$ cat src/rtl/core/krt_pkg.sv
package krt_pkg;

   // Cap on the results of one list-by-channel transaction
   localparam int MAX_RESULTS = 16;
   localparam int HIT_W       = $clog2(MAX_RESULTS);

   typedef enum logic [1:0] {
      ACT_SAVE     = 2'd0,
      ACT_FIND_ID  = 2'd1,
      ACT_FIND_SYM = 2'd2,
      ACT_LIST     = 2'd3
   } action_type;

   typedef enum logic [1:0] {
      STAT_OK        = 2'd0,
      STAT_NOT_FOUND = 2'd1,
      STAT_CONFLICT  = 2'd2,
      STAT_FULL      = 2'd3
   } status_type;

   typedef struct packed {
      logic [31:0] id;
      logic [63:0] symbol;
      logic [15:0] channel;
   } rec_type;

   typedef struct packed {
      action_type  action;
      logic [31:0] rec_id;
      logic [63:0] rec_symbol;
      logic [15:0] rec_channel;
   } req_type;

   typedef struct packed {
      status_type  status;
      logic [31:0] out_id;
      logic [63:0] out_symbol;
      logic [15:0] out_channel;
      logic        last;
   } rsp_type;

   // Compare unit result for one table entry
   typedef struct packed {
      logic id_eq;
      logic hit;
   } match_type;

   function automatic rsp_type make_rsp(status_type st, rec_type r, logic fin);
      rsp_type res;
      res.status      = st;
      res.out_id      = r.id;
      res.out_symbol  = r.symbol;
      res.out_channel = r.channel;
      res.last        = fin;
      return res;
   endfunction

endpackage

$ cat src/rtl/core/krt_store.sv
module krt_store #(
   parameter int TABLE_SLOTS  = 16,
   parameter int SYMBOL_BYTES = 8
) (
   input  logic                           clock,
   input  logic                           wr_en,
   input  logic [$clog2(TABLE_SLOTS)-1:0] wr_addr,
   input  krt_pkg::rec_type               wr_rec,
   input  logic                           rd_en,
   input  logic [$clog2(TABLE_SLOTS)-1:0] rd_addr,
   output krt_pkg::rec_type               rd_rec
);
   import krt_pkg::*;

   localparam int SW = 8 * SYMBOL_BYTES;
   localparam int EW = 32 + SW + 16;

   // Only the kept symbol bytes are stored
   logic [EW-1:0] mem [TABLE_SLOTS];
   logic [EW-1:0] rd_word_ff;

   always_ff @(posedge clock) begin
      if (wr_en) begin
         mem[wr_addr] <= {wr_rec.id, wr_rec.symbol[SW-1:0], wr_rec.channel};
      end
      if (rd_en) begin
         rd_word_ff <= mem[rd_addr];
      end
   end

   assign rd_rec.id      = rd_word_ff[EW-1 -: 32];
   assign rd_rec.symbol  = 64'(rd_word_ff[16 +: SW]);
   assign rd_rec.channel = rd_word_ff[15:0];

endmodule

$ cat src/rtl/core/krt_match.sv
module krt_match (
   input  krt_pkg::action_type action,
   input  krt_pkg::rec_type    key,
   input  krt_pkg::rec_type    entry,
   output krt_pkg::match_type  result
);
   import krt_pkg::*;

   logic id_eq;
   logic sym_eq;
   logic chan_eq;

   assign id_eq   = (key.id == entry.id);
   assign sym_eq  = (key.symbol == entry.symbol);
   assign chan_eq = (key.channel == entry.channel);

   always_comb begin
      result.id_eq = id_eq;
      unique case (action)
         ACT_SAVE:     result.hit = sym_eq && !id_eq;  // symbol owned by another id
         ACT_FIND_ID:  result.hit = id_eq;
         ACT_FIND_SYM: result.hit = sym_eq;
         ACT_LIST:     result.hit = chan_eq;
         default:      result.hit = 1'b0;
      endcase
   end

endmodule

$ cat src/rtl/core/keyed_record_table_core.sv
// Keyed record table: up to TABLE_SLOTS records of {id, symbol, channel}. A request
// transaction is a save, a find by id, a find by symbol, or a list of every record
// on a channel. Each request walks the occupied slots once through the single read
// port of the record store, one slot per cycle, feeding one shared compare unit; an
// empty table skips the walk, and req_stall stays high until the request's final
// response has been loaded into the output register. List responses stall the walk
// while rsp_stall holds the output register. Records are never removed, so occupied
// slots are always 0..N-1, N being the number of records held, and a fill count
// replaces per-slot valid bits; no clearing pass runs after reset. Every request
// yields at least one response transaction and the final one carries last = 1; a
// list returns at most 16 records, lowest slots first.
module keyed_record_table_core #(
   parameter int TABLE_SLOTS  = 16,
   parameter int SYMBOL_BYTES = 8
) (
   input  logic             clock,
   input  logic             reset,
   input  logic             req_valid,
   output logic             req_stall,
   input  krt_pkg::req_type req_data,
   output logic             rsp_valid,
   input  logic             rsp_stall,
   output krt_pkg::rsp_type rsp_data
);
   import krt_pkg::*;

   localparam int AW = $clog2(TABLE_SLOTS);
   localparam int NW = $clog2(TABLE_SLOTS + 1);
   localparam int SW = 8 * SYMBOL_BYTES;
   localparam logic [63:0] SYM_MASK = {64{1'b1}} >> (64 - SW);

   typedef enum logic [2:0] {
      SEQ_IDLE = 3'b001,
      SEQ_SCAN = 3'b010,
      SEQ_DONE = 3'b100
   } seq_type;

   // Control state
   seq_type          state_ff, state_in;
   logic [NW-1:0]    cnt_ff, cnt_in;       // records held
   logic [NW-1:0]    a_ff, a_in;           // next slot to read
   logic [AW-1:0]    d_ff, d_in;           // slot whose data sits in the read register
   logic             dv_ff, dv_in;         // read register holds live data
   logic             idf_ff, idf_in;       // save: id already stored
   logic [AW-1:0]    ids_ff, ids_in;       // save: slot of that id
   logic             hf_ff, hf_in;         // hit record held
   logic [HIT_W-1:0] nhit_ff, nhit_in;     // list hits taken so far
   logic             rsp_valid_ff, rsp_valid_in;

   // Payload
   action_type act_ff, act_in;
   rec_type    key_ff, key_in;
   rec_type    hrec_ff, hrec_in;           // first hit, conflict owner, or pending list hit
   rsp_type    rsp_data_ff, rsp_data_in;

   logic          rd_en;
   rec_type       rd_rec;
   logic          wr_en;
   logic [AW-1:0] wr_addr;
   match_type     mres;

   logic    issue;
   logic    hold;
   logic    out_free;
   logic    load;
   rsp_type load_data;

   krt_store #(
      .TABLE_SLOTS (TABLE_SLOTS),
      .SYMBOL_BYTES(SYMBOL_BYTES)
   ) u_store (
      .clock  (clock),
      .wr_en  (wr_en),
      .wr_addr(wr_addr),
      .wr_rec (key_ff),
      .rd_en  (rd_en),
      .rd_addr(a_ff[AW-1:0]),
      .rd_rec (rd_rec)
   );

   krt_match u_match (
      .action(act_ff),
      .key   (key_ff),
      .entry (rd_rec),
      .result(mres)
   );

   assign out_free  = !rsp_valid_ff || !rsp_stall;
   assign issue     = (a_ff < cnt_ff);
   // A new list hit must push the pending one out; wait if the output is busy
   assign hold      = dv_ff && (act_ff == ACT_LIST) && mres.hit && hf_ff && !out_free;
   assign req_stall = (state_ff != SEQ_IDLE);
   assign rsp_valid = rsp_valid_ff;
   assign rsp_data  = rsp_data_ff;

   always_comb begin
      state_in  = state_ff;
      cnt_in    = cnt_ff;
      a_in      = a_ff;
      d_in      = d_ff;
      dv_in     = dv_ff;
      idf_in    = idf_ff;
      ids_in    = ids_ff;
      hf_in     = hf_ff;
      nhit_in   = nhit_ff;
      act_in    = act_ff;
      key_in    = key_ff;
      hrec_in   = hrec_ff;
      rd_en     = 1'b0;
      wr_en     = 1'b0;
      wr_addr   = ids_ff;
      load      = 1'b0;
      load_data = '0;

      unique case (state_ff)
         SEQ_IDLE: begin
            if (req_valid) begin
               act_in         = req_data.action;
               key_in.id      = req_data.rec_id;
               key_in.symbol  = req_data.rec_symbol & SYM_MASK;
               key_in.channel = req_data.rec_channel;
               a_in           = '0;
               dv_in          = 1'b0;
               idf_in         = 1'b0;
               hf_in          = 1'b0;
               nhit_in        = '0;
               state_in       = (cnt_ff == '0) ? SEQ_DONE : SEQ_SCAN;
            end
         end

         SEQ_SCAN: begin
            if (!hold) begin
               rd_en = issue;
               a_in  = a_ff + NW'(issue);
               d_in  = a_ff[AW-1:0];
               dv_in = issue;
               if (dv_ff) begin
                  if (act_ff == ACT_SAVE && mres.id_eq && !idf_ff) begin
                     idf_in = 1'b1;
                     ids_in = d_ff;
                  end
                  if (mres.hit) begin
                     if (act_ff == ACT_LIST) begin
                        if (hf_ff) begin
                           load      = 1'b1;
                           load_data = make_rsp(STAT_OK, hrec_ff, 1'b0);
                        end
                        hf_in   = 1'b1;
                        hrec_in = rd_rec;
                        nhit_in = nhit_ff + HIT_W'(1);
                        if (nhit_ff == HIT_W'(MAX_RESULTS - 1)) begin
                           state_in = SEQ_DONE;   // result cap reached
                        end
                     end else if (!hf_ff) begin
                        hf_in   = 1'b1;
                        hrec_in = rd_rec;
                     end
                  end
                  if (!issue) begin
                     state_in = SEQ_DONE;
                  end
               end
            end
         end

         SEQ_DONE: begin
            if (out_free) begin
               load     = 1'b1;
               state_in = SEQ_IDLE;
               if (act_ff == ACT_SAVE) begin
                  priority if (idf_ff && hf_ff) begin
                     load_data = make_rsp(STAT_CONFLICT, hrec_ff, 1'b1);
                  end else if (idf_ff) begin
                     wr_en     = 1'b1;
                     wr_addr   = ids_ff;
                     load_data = make_rsp(STAT_OK, key_ff, 1'b1);
                  end else if (cnt_ff == NW'(TABLE_SLOTS)) begin
                     load_data = make_rsp(STAT_FULL, '0, 1'b1);
                  end else begin
                     wr_en     = 1'b1;
                     wr_addr   = cnt_ff[AW-1:0];
                     cnt_in    = cnt_ff + NW'(1);
                     load_data = make_rsp(STAT_OK, key_ff, 1'b1);
                  end
               end else if (hf_ff) begin
                  load_data = make_rsp(STAT_OK, hrec_ff, 1'b1);
               end else begin
                  load_data = make_rsp(STAT_NOT_FOUND, '0, 1'b1);
               end
            end
         end

         default: begin
            state_in = SEQ_IDLE;
         end
      endcase

      // Output register
      if (load) begin
         rsp_valid_in = 1'b1;
         rsp_data_in  = load_data;
      end else begin
         rsp_valid_in = rsp_valid_ff && rsp_stall;
         rsp_data_in  = rsp_data_ff;
      end
   end

   always_ff @(posedge clock) begin
      if (reset) begin
         state_ff     <= SEQ_IDLE;
         cnt_ff       <= '0;
         a_ff         <= '0;
         dv_ff        <= 1'b0;
         idf_ff       <= 1'b0;
         hf_ff        <= 1'b0;
         nhit_ff      <= '0;
         rsp_valid_ff <= 1'b0;
      end else begin
         state_ff     <= state_in;
         cnt_ff       <= cnt_in;
         a_ff         <= a_in;
         dv_ff        <= dv_in;
         idf_ff       <= idf_in;
         hf_ff        <= hf_in;
         nhit_ff      <= nhit_in;
         rsp_valid_ff <= rsp_valid_in;
      end
   end

   always_ff @(posedge clock) begin
      d_ff        <= d_in;
      ids_ff      <= ids_in;
      act_ff      <= act_in;
      key_ff      <= key_in;
      hrec_ff     <= hrec_in;
      rsp_data_ff <= rsp_data_in;
   end

   // Fill count never passes the table size
   a_cnt_range: assert property (@(posedge clock) disable iff (reset)
      cnt_ff <= NW'(TABLE_SLOTS))
      else $error("record count beyond table size");

   // Only occupied slots are ever examined
   a_scan_bound: assert property (@(posedge clock) disable iff (reset)
      dv_ff |-> (NW'(d_ff) < cnt_ff))
      else $error("scan read an unoccupied slot");

   // The final response returns the sequencer to idle
   a_done_idle: assert property (@(posedge clock) disable iff (reset)
      (state_ff == SEQ_DONE && out_free) |=> (state_ff == SEQ_IDLE && rsp_valid_ff
                                             && rsp_data_ff.last))
      else $error("final response did not close the transaction");

   // Non-final responses only come from a list
   a_partial_list: assert property (@(posedge clock) disable iff (reset)
      (rsp_valid_ff && !rsp_data_ff.last) |-> (act_ff == ACT_LIST && state_ff != SEQ_IDLE))
      else $error("non-final response outside a list");

endmodule
$ cat config.mk
export PLATFORM = sky130hd
export DESIGN_NAME = keyed_record_table_core
export DESIGN_NICKNAME = d
export VERILOG_FILES = /design/src/rtl/core/krt_pkg.sv /design/src/rtl/core/krt_store.sv /design/src/rtl/core/krt_match.sv /design/src/rtl/core/keyed_record_table_core.sv
export SDC_FILE = /design/constraint.sdc
export NUM_CORES = 2
export LEC_CHECK = 0
export ABC_AREA = 1
export BUFFER_PORTS_ARGS = -buffer_cell sky130_fd_sc_hd__buf_2
export CORE_MARGIN = 3
export CORE_UTILIZATION = 25
export CTS_CLUSTER_SIZE = 40
export DETAILED_ROUTE_END_ITERATION = 8
export SETUP_SLACK_MARGIN = 0.1
export SLEW_MARGIN = 15
export SYNTH_ARGS = -nofsm -noshare
export SYNTH_HDL_FRONTEND = slang
export SYNTH_SLANG_ARGS = --single-unit
$ cat constraint.sdc
create_clock -name clock -period 17.3 [get_ports clock]
set_clock_uncertainty 0.15 [all_clocks]
set_input_delay 1.73 -clock clock [delete_from_list [all_inputs] [get_ports clock]]
set_output_delay 1.73 -clock clock [all_outputs]
set_load 0.02 [all_outputs]
==> impl_metrics.sql <==
INSERT INTO impl_metrics (metric_group, metric, value, unit) VALUES
('global_route', 'grt_start_max_net_pins', '196', ''),
('critical_path', 'critical_path.reg2reg.endpoint', 'rsp_data[65]$_DFFE_PP_', ''),
('power_and_ir_drop', 'p_int', '10.08', 'mW'),
('clock_tree', 'cts_tree', 'done', ''),
('synthesis', 'total_of_flip_flops_plus_latches_after_synthesis', '2274', ''),
('critical_path', 'type_of_element_launching_the_critical_path', 'input port', ''),
('floorplanning', 'fp.dieW', '601.2', 'µm'),
('floorplanning', 'design.core.area', '351100', 'µm²'),
('sta', 'report.final.hold_viol_count', '0', ''),
('global_route', 'grt_use_total', '14.14', '%'),
('global_route', 'globalRouteOverflowTotal', '0', ''),
('sta', 'fin_crit_sh', '31.79', '%'),
('global_route', 'first_global_vias', '54210', ''),
('critical_path', 'path_max_fanout', '42', ''),
('synthesis', 'portion_of_the_post_synthesis_area_used_by_sequential_elements', '76.87', '%'),
('run', 'maxCapViolations', '0', ''),
('min_path', 'worst_hold_path.endpoint', 'ids_ff[0]$_DFFE_PP_', ''),
('synthesis', 'synth_cell_type_count', '43', ''),
('clock_tree', 'number_of_buffers_inserted_by_post_cts_setup_repair', '0', ''),
('clock_tree', 'postCtsResizedCells', '0', ''),
('power_and_ir_drop', 'net-switching-power', '4.426', 'mW'),
('critical_path', 'reg2reg_slack', '11.94', 'ns'),
('synthesis', 'synth-edff-count', '2253', ''),
('floorplanning', 'num_rows', '217', ''),
('synthesis', 'synthArstFlopShare', '0', '%'),
('min_path', 'timing.hold.worst_path_depth', '0', ''),
('critical_path', 'end_kind', 'register', ''),
('placed_design', 'pre_cts_ws', '10.86', 'ns'),
('placed_design', 'placed_cells', '11140', ''),
('status', 'run_status', 'finished, final reports clean', ''),
('cells_and_area', 'final_cell_mix', 'edfxtp_1, o21ai_0, nor2_1', ''),
('min_path', 'timing.hold.worst.class', 'reg2reg', ''),
('critical_path', 'worst_r2r_startpoint', 'key_ff[88]$_DFFE_PP_', ''),
('route', 'first_iter_violations', '6181', ''),
('clock_tree', 'numCtsBuffers', '228', ''),
('sta', 'max_slew_margin', '21.67', '%'),
('clock_tree', 'cts.htree.levels', '4', ''),
('global_route', 'first_pass_grt_wire_length', '382100', 'µm'),
('route', 'drcViolationCount', '0', ''),
('critical_path', 'max_stage_delay', '0.78', 'ns'),
('synthesis', 'postSynthCellCount', '6511', ''),
('sta', 'maximum_clock_frequency', '0.1819', 'GHz'),
('min_path', 'hold_path_startpoint', 'd_ff[0]$_DFFE_PP_', ''),
('route', 'drtAntennaViolNets', '0', ''),
('critical_path', 'timing.critical_path.arrival', '5.83', 'ns'),
('power_and_ir_drop', 'power.density', '141.7', 'nW/µm²'),
('cells_and_area', 'final_layout_size_suffix_gt1_share', '11.49', '%'),
('critical_path', 'worst-endpoint-required', '17.63', 'ns'),
('critical_path', 'cpMostUsedCell', 'nand2_1', ''),
('critical_path', 'critPathKind', 'in2reg', ''),
('power_and_ir_drop', 'ir_worst_vdd', '146.8', 'µV'),
('clock_tree', 'clock_sinks', '2274', ''),
('placed_design', 'globalplace.congestion', '0.7816', ''),
('cells_and_area', 'num-fill-cells', '35090', ''),
('synthesis', 'summed_instance_area_of_the_synthesized_netlist', '88560', 'µm²'),
('sta', 'final.min_clock_period', '5.499', 'ns'),
('route', 'avgRoutedWirePerCell', '23.13', 'µm'),
('sta', 'setup_viol', '0', ''),
('placed_design', 'io_buffer_count', '234', ''),
('cells_and_area', 'final_nets', '6785', ''),
('synthesis', 'synthesis.area_per_instance', '13.60', 'µm²'),
('route', 'drt_pre_antenna_iters', '6', ''),
('power_and_ir_drop', 'switching_part_of_the_total_power', '30.51', '%'),
('clock_tree', 'path_clk_slew', '0.06', 'ns'),
('sta', 'actual_slew_at_the_worst_max_slew_pin', '1.175', 'ns'),
('critical_path', 'critical_path_cell_list', 'buf_2 > nand2_1 > nand2_1 > nor2_1 > nand2_1 > nor2_2 > o21ai_0 > nor3_1 > nand2_1 > nor2_4 > buf_4 > buf_4', ''),
('route', 'vias', '55890', ''),
('floorplanning', 'chipHeight', '601.2', 'µm'),
('clock_tree', 'cts.hold.buffers_added', '0', ''),
('route', 'drt-total-wl', '267400', 'µm'),
('power_and_ir_drop', 'post-layout-total-power', '14.51', 'mW');
per-layer routing:
| metal | up-vias | track usage [%] | wire, µm | part of all wire, % |
|---|---|---|---|---|
| met2 | 2283 | 24.24 | 133000 | 50 |
| li1 | 24450 | - | - | - |
| met4 | 12 | 5.126 | 9536 | 3.6 |
| met3 | 482 | 2.177 | 17890 | 6.7 |
| met5 | - | 0 | 76 | 0.028 |
| met1 | 28660 | 18.00 | 106900 | 40 |
synth_stat cells, types with 8 or more instances:
| cell type | n | share of area, % |
|---|---|---|
| clkbuf_1 | 356 | 1.5 |
| o21ai_0 | 1014 | 5.7 |
| xnor2_1 | 21 | 0.21 |
| o21ai_2 | 70 | 0.69 |
| inv_1 | 217 | 0.92 |
| a21oi_1 | 20 | 0.11 |
| buf_2 | 14 | 0.079 |
| buf_12 | 8 | 0.18 |
| inv_2 | 23 | 0.097 |
| xor2_1 | 46 | 0.45 |
| edfxtp_1 | 2253 | 76 |
| o211ai_1 | 41 | 0.35 |
| nand2_1 | 557 | 2.4 |
| o221ai_1 | 186 | 1.8 |
| nand3_1 | 272 | 1.5 |
| nor2_1 | 992 | 4.2 |
| dfxtp_1 | 21 | 0.47 |
| o22ai_1 | 312 | 2.2 |
| buf_1 | 37 | 0.16 |
| ha_1 | 9 | 0.13 |
worst max path at each step:
stage / start / to / slack, ns / cells past startpoint
after floorplan: rsp_stall / u_store.mem[11][0]$_DFFE_PP_ / 9.08 / 9
after global placement: rsp_stall / u_store.mem[3][61]$_DFFE_PP_ / 10.82 / 12
after detailed placement: rsp_stall / u_store.mem[3][62]$_DFFE_PP_ / 10.86 / 12
after CTS: rsp_stall / u_store.mem[3][65]$_DFFE_PP_ / 11.79 / 12
after global routing: key_ff[83]$_DFFE_PP_ / rsp_data[65]$_DFFE_PP_ / 11.61 / 15
final: rsp_stall / u_store.mem[3][65]$_DFFE_PP_ / 11.80 / 12
power groups by stage:
stage	sequential [mW]	combinational, mW	clock, mW
2_1_floorplan	6.80	1.88	0
3_3_place_gp	6.89	2.67	0
3_5_place_dp	6.91	2.77	0
4_1_cts	6.80	2.78	5.03
5_1_grt	6.83	3.07	5.25
6_report	6.79	2.78	4.94
flip-flops by register name, summed over array words and instances, names as in the netlist:
register,cells
d_ff,4
hf_ff,1
rsp_data,115
a_ff,5
u_store.mem,1792
key_ff,112
nhit_ff,4
idf_ff,1
rsp_valid,1
act_ff,2
u_store.rd_rec,112
cnt_ff,5
state_ff,3
hrec_ff,112
dv_ff,1
ids_ff,4
kinds of logic (layout without fill, tap and decap cells):
logic type      Yosys count  count (layout)  synth area share [%]
buf+inv                 659             987                 2.968
fa+ha+maj                 9               9                0.1272
other cells               0              13                     0
simple gates           1851            1851                 8.376
compound gates         1651            1651                 10.99
xor+xnor                 67              67                0.6627
flops                  2274            2274                 76.87
final cells by class:
cell class	instances	area, µm²	share of cell area (%)
diodes	13	32.53	0.03178
clock buffers	283	5984	5.846
clock inverters	128	1393	1.360
inverters	243	940.9	0.9192
multi-input cells	3578	18040	17.62
flip-flops and latches	2274	68090	66.51
well taps	4708	5891	5.755
repair buffers	333	1997	1.951
stage by stage:
stage / hold WS [ns] / util (%) / area, µm²
floorplan: 0.2503 / - / 88560
global placement: 0.2525 / 27.04 / 94930
detailed placement: 0.2551 / 27.05 / 94950
CTS: 0.2787 / 29.15 / 102300
global route: 0.2870 / 29.15 / 102300
finish: 0.2780 / 29.16 / 102400
(Power assumes the default switching activity.)
